<file path="config.mk">
export PLATFORM = sky130hd
export DESIGN_NAME = ffra_cell
export DESIGN_NICKNAME = d
export VERILOG_FILES = /design/src/rtl/core/first_fit_range_allocator_core_defines.svh /design/src/rtl/core/ffra_pkg.sv /design/src/rtl/core/ffra_cell.sv
export SDC_FILE = /design/constraint.sdc
export NUM_CORES = 1
export LEC_CHECK = 0
export BUFFER_PORTS_ARGS = -buffer_cell sky130_fd_sc_hd__buf_2
export CORE_UTILIZATION = 55
export DETAILED_ROUTE_END_ITERATION = 12
export PLACE_DENSITY_LB_ADDON = 0.25
export SYNTH_ARGS = -nofsm -noshare
export SYNTH_HDL_FRONTEND = slang
export SYNTH_SLANG_ARGS = --single-unit
</file>
<file path="constraint.sdc">
create_clock -name clk -period 5.3 [get_ports clk]
set_input_delay 0.53 -clock clk [delete_from_list [all_inputs] [get_ports clk]]
set_output_delay 0.53 -clock clk [all_outputs]
set_load 0.1 [all_outputs]
</file>
<file path="src/rtl/core/first_fit_range_allocator_core_defines.svh">
// Assertion macros shared by the allocator RTL.
// No dependencies; included by files that carry concurrent assertions.
`ifndef FIRST_FIT_RANGE_ALLOCATOR_CORE_DEFINES_SVH
`define FIRST_FIT_RANGE_ALLOCATOR_CORE_DEFINES_SVH

// invariant checked at every rising clock edge outside reset
`define FFRA_ASSERT_ALWAYS(lbl, clk, rst_n, prop) \
	lbl: assert property (@(posedge clk) disable iff (!rst_n) (prop)) \
		else $error("invariant violated");

// antecedent in one cycle implies consequent in the next
`define FFRA_ASSERT_NEXT(lbl, clk, rst_n, ant, cons) \
	lbl: assert property (@(posedge clk) disable iff (!rst_n) (ant) |=> (cons)) \
		else $error("sequence violated");

`endif

</file>
<file path="src/rtl/core/ffra_pkg.sv">
// Types, codes and helpers for the first-fit range allocator.
// No dependencies; used by ffra_cell and the core top level.
package ffra_pkg;

	localparam int MAX_ENTRIES = 16;
	localparam int ADDR_BITS   = 16;
	localparam int IDX_W       = $clog2(MAX_ENTRIES);
	localparam int CNT_W       = $clog2(MAX_ENTRIES + 1);
	localparam int SIZE_W      = ADDR_BITS + 1;

	localparam logic [SIZE_W-1:0] POOL_LIM = SIZE_W'(1) << ADDR_BITS;
	localparam logic [SIZE_W-1:0] POOL_RST = 17'd65536;

	// request kinds
	localparam logic [1:0] KIND_ALLOC   = 2'd0;
	localparam logic [1:0] KIND_FREE    = 2'd1;
	localparam logic [1:0] KIND_REALLOC = 2'd2;

	// result status codes
	localparam logic [1:0] STAT_OK      = 2'd0;
	localparam logic [1:0] STAT_NOSPACE = 2'd1;
	localparam logic [1:0] STAT_BADOFF  = 2'd2;
	localparam logic [1:0] STAT_FULL    = 2'd3;

	typedef struct packed {
		logic [1:0]  kind;
		logic [15:0] offset;
		logic [16:0] req_size;
	} ffra_req_t;

	typedef struct packed {
		logic [1:0]  status;
		logic [15:0] block_start;
		logic [16:0] units_in_use;
	} ffra_rsp_t;

	typedef struct packed {
		logic [ADDR_BITS-1:0] lo;
		logic [ADDR_BITS-1:0] hi;
	} entry_t;

	typedef struct packed {
		logic hit;
		logic fit;
		logic inpl;
	} flags_t;

	typedef enum logic [1:0] {
		CELL_HOLD,
		CELL_INSERT,
		CELL_REMOVE,
		CELL_SET_HI
	} cell_op_t;

	typedef struct packed {
		cell_op_t             op;
		logic [IDX_W-1:0]     idx;
		logic [ADDR_BITS-1:0] lo;
		logic [ADDR_BITS-1:0] hi;
	} cell_cmd_t;

	typedef enum logic [1:0] {
		FSM_IDLE,
		FSM_EVAL,
		FSM_DECIDE,
		FSM_DONE
	} fsm_t;

	// lowest set bit position of a flag row
	function automatic logic [IDX_W-1:0] ffra_first(input logic [MAX_ENTRIES-1:0] v);
		logic [IDX_W-1:0] r;
		r = '0;
		for (int i = MAX_ENTRIES - 1; i >= 0; i--) begin
			if (v[i]) r = IDX_W'(i);
		end
		return r;
	endfunction

endpackage

</file>
<file path="src/rtl/core/ffra_cell.sv">
// One table cell: holds one sorted range entry and evaluates it locally.
// Depends on ffra_pkg; shifts with its neighbors on insert and remove.
module ffra_cell (
	input  logic                          clk,
	input  logic [ffra_pkg::IDX_W-1:0]    cell_index,
	input  logic [ffra_pkg::CNT_W-1:0]    count,
	input  logic [ffra_pkg::SIZE_W-1:0]   len,
	input  logic [15:0]                   pos,
	input  logic [ffra_pkg::SIZE_W-1:0]   size,
	input  ffra_pkg::entry_t              prev_e,
	input  ffra_pkg::entry_t              next_e,
	input  ffra_pkg::cell_cmd_t           cmd,
	output ffra_pkg::entry_t              e,
	output ffra_pkg::flags_t              flags
);
	import ffra_pkg::*;

	entry_t             e_q;
	logic               valid;
	logic               next_valid;
	logic [SIZE_W-1:0]  lim;
	logic [SIZE_W:0]    tail;
	logic [SIZE_W:0]    grow;
	logic [SIZE_W-1:0]  cur;

	assign e = e_q;

	// occupancy of this cell and its right neighbor
	assign valid      = {1'b0, cell_index} < count;
	assign next_valid = ({1'b0, cell_index} + CNT_W'(1)) < count;

	// room limit after this entry: next start or pool end
	assign lim  = next_valid ? {1'b0, next_e.lo} : len;
	assign tail = {2'b0, e_q.hi} + (SIZE_W + 1)'(1) + {1'b0, size};
	assign grow = {2'b0, e_q.lo} + {1'b0, size};
	assign cur  = {1'b0, e_q.hi} - {1'b0, e_q.lo} + SIZE_W'(1);

	// local flags
	always_comb begin
		flags.hit  = valid && ({1'b0, e_q.lo} <= {1'b0, pos}) && (pos <= e_q.hi);
		flags.fit  = valid && (tail <= {1'b0, lim}) && (tail <= {1'b0, len});
		flags.inpl = valid && ((size <= cur) || (grow <= {1'b0, lim}));
	end

	// entry storage, shifting with neighbors
	always_ff @(posedge clk) begin
		unique case (cmd.op)
			CELL_INSERT: begin
				if (cell_index == cmd.idx) begin
					e_q.lo <= cmd.lo;
					e_q.hi <= cmd.hi;
				end else if (cell_index > cmd.idx) begin
					e_q <= prev_e;
				end
			end
			CELL_REMOVE: begin
				if (cell_index >= cmd.idx) e_q <= next_e;
			end
			CELL_SET_HI: begin
				if (cell_index == cmd.idx) e_q.hi <= cmd.hi;
			end
			default: begin
			end
		endcase
	end

endmodule

</file>
# [After elaboration in Yosys (flattened, before gate mapping)]
# Index checks and enable logic that the tools add are counted.
[classes] mux=7 n_addsub=6 n_reduce_logical=10 order_cmp=10 eq_ne=7
[op_table] operator="$mux 32" count=3
[op_table] operator="$le 18x17->1" count=3
[op_table] operator="$pmux 16 s3" count=1
[op_table] operator="$le 16x16->1" count=2
[op_table] operator="$pmux 16 s2" count=1
[op_table] operator="$add 16x17->18" count=1
[op_table] operator="$add 17x17->18" count=1
[op_table] operator="$add 16x1->17 const B" count=1
[op_table] operator="$add 17x1->17 const B" count=1
[op_table] operator="$le 17x17->1" count=1
[op_table] operator="$mux 17" count=1
[op_table] operator="$sub 16x16->17" count=1
[op_table] operator="$mux 16" count=1
[op_table] operator="$add 4x1->5 const B" count=1
[op_table] operator="$logic_and 1x1->1" count=5
[op_table] operator="$lt 4x5->1" count=1
[op_table] operator="$lt 5x5->1" count=1
[op_table] operator="$eq 2x2->1 const B" count=2
[op_table] operator="$eq 4x4->1" count=1
[op_table] operator="$ge 4x4->1" count=1
[op_table] operator="$gt 4x4->1" count=1
[op_table] operator="$ne 2x2->1 const B" count=2
[op_table] operator="$reduce_and 4->1" count=1
[op_table] operator="$ne 3x3->1 const B" count=1
[op_table] operator="5 further kinds" count=5
[totals] output_inout_bits=35 in_bits=162 ff_bits=32 elab_cells=42

# [Depth between registers and ports, before layout]
# Gate-level depths: netlist of the first run.
[logic_depth] depth_word=6 mapped_depth=20 mapped_depth_nobuf=20

# [Least setup slack after synthesis of the first run]
# OpenSTA, ideal clock, no wires.
[synth_timing] path_type="register to output" from="register e_q (netlist bit e[1])" to="output port flags[0] in the netlist's numbering" path_stages_with_launch=20 setup_slack_ps=-747 t_arrival_ps=5517 path_cell_list="edfxtp_1 inv_1 ha_1 inv_1 ha_1 inv_1 fa_1 nor2b_1 o21ai_1 a21oi_1 nand4b_1 a31oi_1 o21ai_0 xnor2_1 ha_1 and4_1 a221o_1 a31oi_1 o41ai_1 a21oi_1"
[synth_rtl] element="start, declared" line_no="ffra_cell.sv:18" rtl="entry_t e_q;"
[synth_rtl] element="start signal, assigned" line_no="ffra_cell.sv:53" rtl="e_q <= prev_e;"
[synth_rtl] element="start signal, assigned" line_no="ffra_cell.sv:57" rtl="if (cell_index >= cmd.idx) e_q <= next_e;"
[synth_rtl] element="end, declared" line_no="ffra_cell.sv:14" rtl="output ffra_pkg::flags_t flags"

==> results of run 1 <==
[through the flow]
step                cell area [µm²]  TNS, ps  cells
floorplan                      7120        0    866
global placement               8350        0   1226
detailed placement             8350        0   1226
CTS                            8520        0   1234
global route                   8580    -17.0   1237
finish                         8580        0   1237
[critical path, stage by stage, from the launching register on]
cell and delay, ps:
edfxtp_1 450, ha_1 390, a21o_1 210, a21o_1 170, a21o_1 180, a41oi_1 170
a21oi_1 100, or4b_1 520, nand3_1 140, ha_1 260, a21o_1 180, a221oi_1 270
o21ai_1 150, a2111oi_2 340, o221a_1 230, a211o_1 90, o221a_2 220, buf_12 180
[layer usage]
metal | wire length [µm] | vias to the layer above | GRT usage, %
li1 | - | 3612 | -
met1 | 9720 | 3331 | 42.2
met2 | 9770 | 245 | 56.2
met3 | 1130 | 29 | 3.97
met4 | 449 | 0 | 9.40
met5 | 0 | - | 0
[Yosys cell counts (10+ instances only)]
cell type / instances
a22oi_1: 31
inv_1: 107
clkbuf_1: 15
a21o_1: 38
nor2_1: 46
xnor2_1: 28
nand3_1: 22
o21a_1: 10
edfxtp_1: 32
a21oi_1: 68
xor2_1: 14
ha_1: 176
nand2_1: 47
nand4_1: 17
mux2i_1: 36
o21ai_0: 59
[where the power goes]
group / internal, mW / switching, mW
sequential: 0.332 / 0.0729
clock: 0.221 / 0.113
combinational: 0.904 / 1.43
[kinds of logic (layout without fill, tap and decap cells)]
| family | after synthesis | after routing | synth area share [%] |
|---|---|---|---|
| AO/OA/AOI/OAI | 267 | 267 | 24.6 |
| AND/OR/NAND/NOR | 183 | 183 | 12.8 |
| adder cells (fa/ha/maj) | 180 | 180 | 32.0 |
| buffers and inverters | 124 | 323 | 6.58 |
| XOR/XNOR | 42 | 42 | 5.17 |
| multiplexers | 38 | 38 | 5.39 |
| flip-flops | 32 | 32 | 13.5 |
[repair_timing]
| item | in CTS | in global routing |
|---|---|---|
| gates resized for setup | 0 | 9 |
| setup endpoints to repair | 0 | 2 |
| hold endpoints to repair | 0 | 0 |
| buffers inserted | 0 | 3 |
[final timing paths]
kind	from	end	cells past startpoint	slack (ps)
max	e[10]$_DFFE_PP_	flags[1]	17	220
min	next_e[29]	e[29]$_DFFE_PP_	3	550
[layout make-up]
cell class | instances | share of cell area [%]
inverters | 107 | 4.68
well taps | 172 | 2.51
clock inverters | 3 | 0.496
flip-flops and latches | 32 | 11.2
clock buffers | 5 | 1.46
repair buffers | 208 | 12.8
multi-input cells | 710 | 66.8
==> impl_metrics.ini, run 1 <==
[timing]
timing.hold.ws_ps = 546
setup_viol = 0
hold_viol = 0
maxSlewHeadroom_pct = 30.7
fmaxAchievable_mhz = 197
worst_pin_slew_ps = 1040
fin_crit_ps = 5080
finalCritPeriodShare_pct = 95.8
drv_slew = 0
setup_ws_ps = 225

[detailed_routing]
drc_errors = 0
antenna_left = 0
drtIter0Drc = 352
wire_per_inst_um = 17.0
wl_um = 21100
vias = 7217
vias_per_cell = 5.83
first_pass_iters = 6

[clock_tree]
ctsLongestPathBuffers = 2
cts_tree = built
numCtsBuffers = 5
clock_sinks = 32
cts.clk_slew.worst_paths_ps = 60
ctsHoldBuffers = 0
cts-root-buf = clkbuf_16
htree_levels = 2

[setup_path]
worstSetupPathType = flip-flop to output port
cp.required_ps = 4770
cp.arrival_ps = 4550
crit_path_max_fanout = 6
endpoint_kind = output port
cp-start-kind = flip-flop

[global_routing]
grt_usage_pct = 32.4
grt_pass1_vias = 6927
grt_pass1_wl_um = 33300
antenna_found_initial = 0
grt_max_degree = 68
grt_overflow = 0

[synth]
ys_seq_area_share_pct = 13.5
yosysTopAreaCellShare_pct = 31.0
async_flop_share_pct = 0
synth_nets = 1207
synth_edf_count = 32
synth_area_leaders = ha_1 (31%), edfxtp_1 (14%), inv_1 (5.6%)
ys_warn_count = 0
syn_avg_cell_area_um2 = 8.21
ys_ff_latch = 32
yosysUniqueCellTypes = 58
synth_top_cell_by_area = ha_1
synth_area_mm2 = 0.00711
synth_cells = 866
ys.flop_type = edfxtp_1

[place]
hpwlAfterDp_um = 18300
io_buffers = 196
gp_congestion = 0.923
pre_cts_slack_ps = 72.5

[floorplanning]
rows = 41
die_area_mm2 = 0.0134
fp.dieW_um = 116
core_area_mm2 = 0.0126
die_h_um = 116
initial_core_util_pct = 56.3
io_pins = 197

[finish]
drive_above_1_share_pct = 22.4
antenna-diode-count = 0
largest_reg_flops = 32
fin_nets = 1405
nFillCells = 1152
ff_latch_area_um2 = 961
most-common-layout-cells = buf_2 (194), ha_1 (175), inv_1 (107)
syn_to_final_growth_pct = 20.7
utilization_pct = 68.0
multi_input_area_mm2 = 0.00574
final_common_cell = buf_2

[status]
status = complete, no violations

[hold_path]
hold_path_class = input pin to flip-flop

[pwr]
p_total_mw = 3.07
p_leak_nw = 4.41
ir_worst_vdd_mv = 0.163
powerDensity_mw_per_mm2 = 357

[run]
cap_violations = 0
Power figures use the tool's default switching activity.
==> run 2: changes to the inputs <==
==> constraint.sdc (replaced) <==
create_clock -name clk -period 5.3 [get_ports clk]
set_input_delay 1.325 -clock clk [delete_from_list [all_inputs] [get_ports clk]]
set_output_delay 1.325 -clock clk [all_outputs]
set_load 0.1 [all_outputs]
==> run 2 against run 1 <==
Against the previous run:
- the flow now finishes with violations (setup timing)
- sequential power down 3%
- worst setup slack worse by 1200 ps
- maximum frequency is 19% lower
- non-clock buffer count is 160 higher
- combinational power rose by 23%
- hold slack better by 780 ps
- first-iteration DRC count rose by 44%
- critical endpoint unchanged
- via count increased by 11%
- global-route usage is 2.7 points higher
- critical path depth rose by 4
- utilization up 11 points
- largest cell class unchanged
- sequential share of layout area fell by 1.6 points
==> impl_metrics.ini, run 2 (synthesis results as in run 1) <==
[status]
status = finished with violations
violations = setup timing

[global_routing]
met1_usage_pct = 43.8
grt_util_met2_pct = 63.6
antenna_found_initial = 1
gr-max-usage-layer = met2
grt_max_degree = 45
grt_overflow = 0
grt_util_met3_pct = 3.29
grt_usage_pct = 35.1
grt_pass1_vias = 7790
grt_pass1_wl_um = 35900

[clock_tree]
htree_levels = 2
clock_sinks = 32
cts.clk_slew.worst_paths_ps = 60
numCtsBuffers = 5
cts_tree = built
ctsHoldBuffers = 0
cts-root-buf = clkbuf_16
ctsLongestPathBuffers = 2

[finish]
stdcell_count = 1398
stdcell_area_mm2 = 0.0100
syn_to_final_growth_pct = 40.8
largest_reg_flops = 32
final_common_cell = buf_2
fin_nets = 1565
drive_above_1_share_pct = 35.3
most-common-layout-cells = buf_2 (194), buf_4 (171), ha_1 (170)

[floorplanning]
die_area_mm2 = 0.0134
io_pins = 197
core_area_mm2 = 0.0126
die_h_um = 116
initial_core_util_pct = 56.3
rows = 41
fp.dieW_um = 116

[setup_path]
crit_path_max_fanout = 2
cp.required_ps = 3970
endpoint_kind = output port
worstSetupPathType = input pin to output port
slowest_stage = fa_2
cp.arrival_ps = 4930
crit_chain = buf_2 -> inv_1 -> ha_2 -> inv_2 -> fa_2 -> nand3_2 -> a21o_1 -> a211oi_2 -> a2111oi_4 -> o21ai_2 -> a41oi_2 -> xnor2_1 -> ha_1 -> and3_4 -> a221oi_4 -> o21ai_2 -> a2111oi_2 -> o221a_1 -> a211o_1 -> o221a_4 -> buf_12
crit_family = compound AO/OA/AOI/OAI gates
path_buf_inv = 4
cpPeakStageDelay_ps = 340
crit_top_cell = o21ai_2
cp-start-kind = input pin

[timing]
hold_viol = 0
setup_ws_ps = -955
drv_slew = 0
fin_tns_setup_ps = -1670
finalCritPeriodShare_pct = 118
rsz0062_at_grt = yes
worst_pin_slew_ps = 1030
fmaxAchievable_mhz = 160
maxSlewHeadroom_pct = 30.9
setup_viol = 2
fin_crit_ps = 6250

[detailed_routing]
wire_per_inst_um = 16.6
vias = 7993
drtIter0Drc = 507
first_pass_iters = 6
wl_um = 23200
drc_errors = 0
antenna_left = 0
vias_per_cell = 5.72

[pwr]
p_leak_nw = 5.22
ir_worst_vdd_mv = 0.176
powerDensity_mw_per_mm2 = 353

[place]
io_buffers = 196
hpwlAfterDp_um = 20000
pre_cts_slack_ps = -1130
gp_congestion = 0.980
placedInstanceArea_mm2 = 0.00967
placed_cells = 1388

[hold_path]
hold_path_class = input pin to flip-flop
min_path_cells = 3
min_from = next_e[27]
min_to = e[27]$_DFFE_PP_

[run]
cap_violations = 0
-- run 2: tightest hold or removal path, delay by kind of cell --
family                 cells  cell delay (ps)
AOI/OAI and AO/OA          1               50
and+or+nand+nor            1               40
buffers and inverters      1               90
-- run 2: layer usage --
metal  part of all wire (%)  wire (µm)
met2                     49      11300
met1                     43       9960
met4                    2.3        525
met3                    6.1       1420
met5                      0          0
-- run 2: area by class of cell --
type,count,area (µm²)
multi-input cells,710,5970
fillers,915,2610
repair buffers,368,2310
flip-flops and latches,32,961
inverters,107,402
well taps,172,215
clock buffers,5,125
clock inverters,3,18.8
diodes,1,2.50
-- run 2: how the worst max path moves through the flow --
stage                              from        to  slack (ps)  cells past startpoint
after CTS                       size[0]  flags[1]        -880                     22
final                           size[0]  flags[1]        -950                     21
after detailed placement        size[0]  flags[1]       -1130                     21
after global routing            size[0]  flags[1]       -1120                     21
after global placement          size[0]  flags[1]        -980                     21
after floorplan           cell_index[0]  flags[0]        -810                     16
-- run 2: where the power goes --
| group | internal [mW] | switching [mW] | total (mW) |
|---|---|---|---|
| combinational | 1.25 | 1.61 | 2.86 |
| sequential | 0.331 | 0.0601 | 0.392 |
| clock | 0.173 | 0.110 | 0.283 |
-- run 2: timing repair --
action / CTS / global route
resized for setup: 28 / 11
buffers inserted: 1 / 0
pin swaps: 3 / 2
endpoints found under the setup margin: 2 / 2
-- run 2: stage by stage --
step / utilization, % / power, mW / hold slack, ps
final: 79.3 / 3.53 / 1330
after global routing: 79.3 / 3.80 / 1350
after CTS: 78.8 / 3.45 / 1330
after detailed placement: 76.6 / 3.09 / 1620
after global placement: 76.6 / 3.02 / 1630
after floorplan: - / 2.13 / 1520
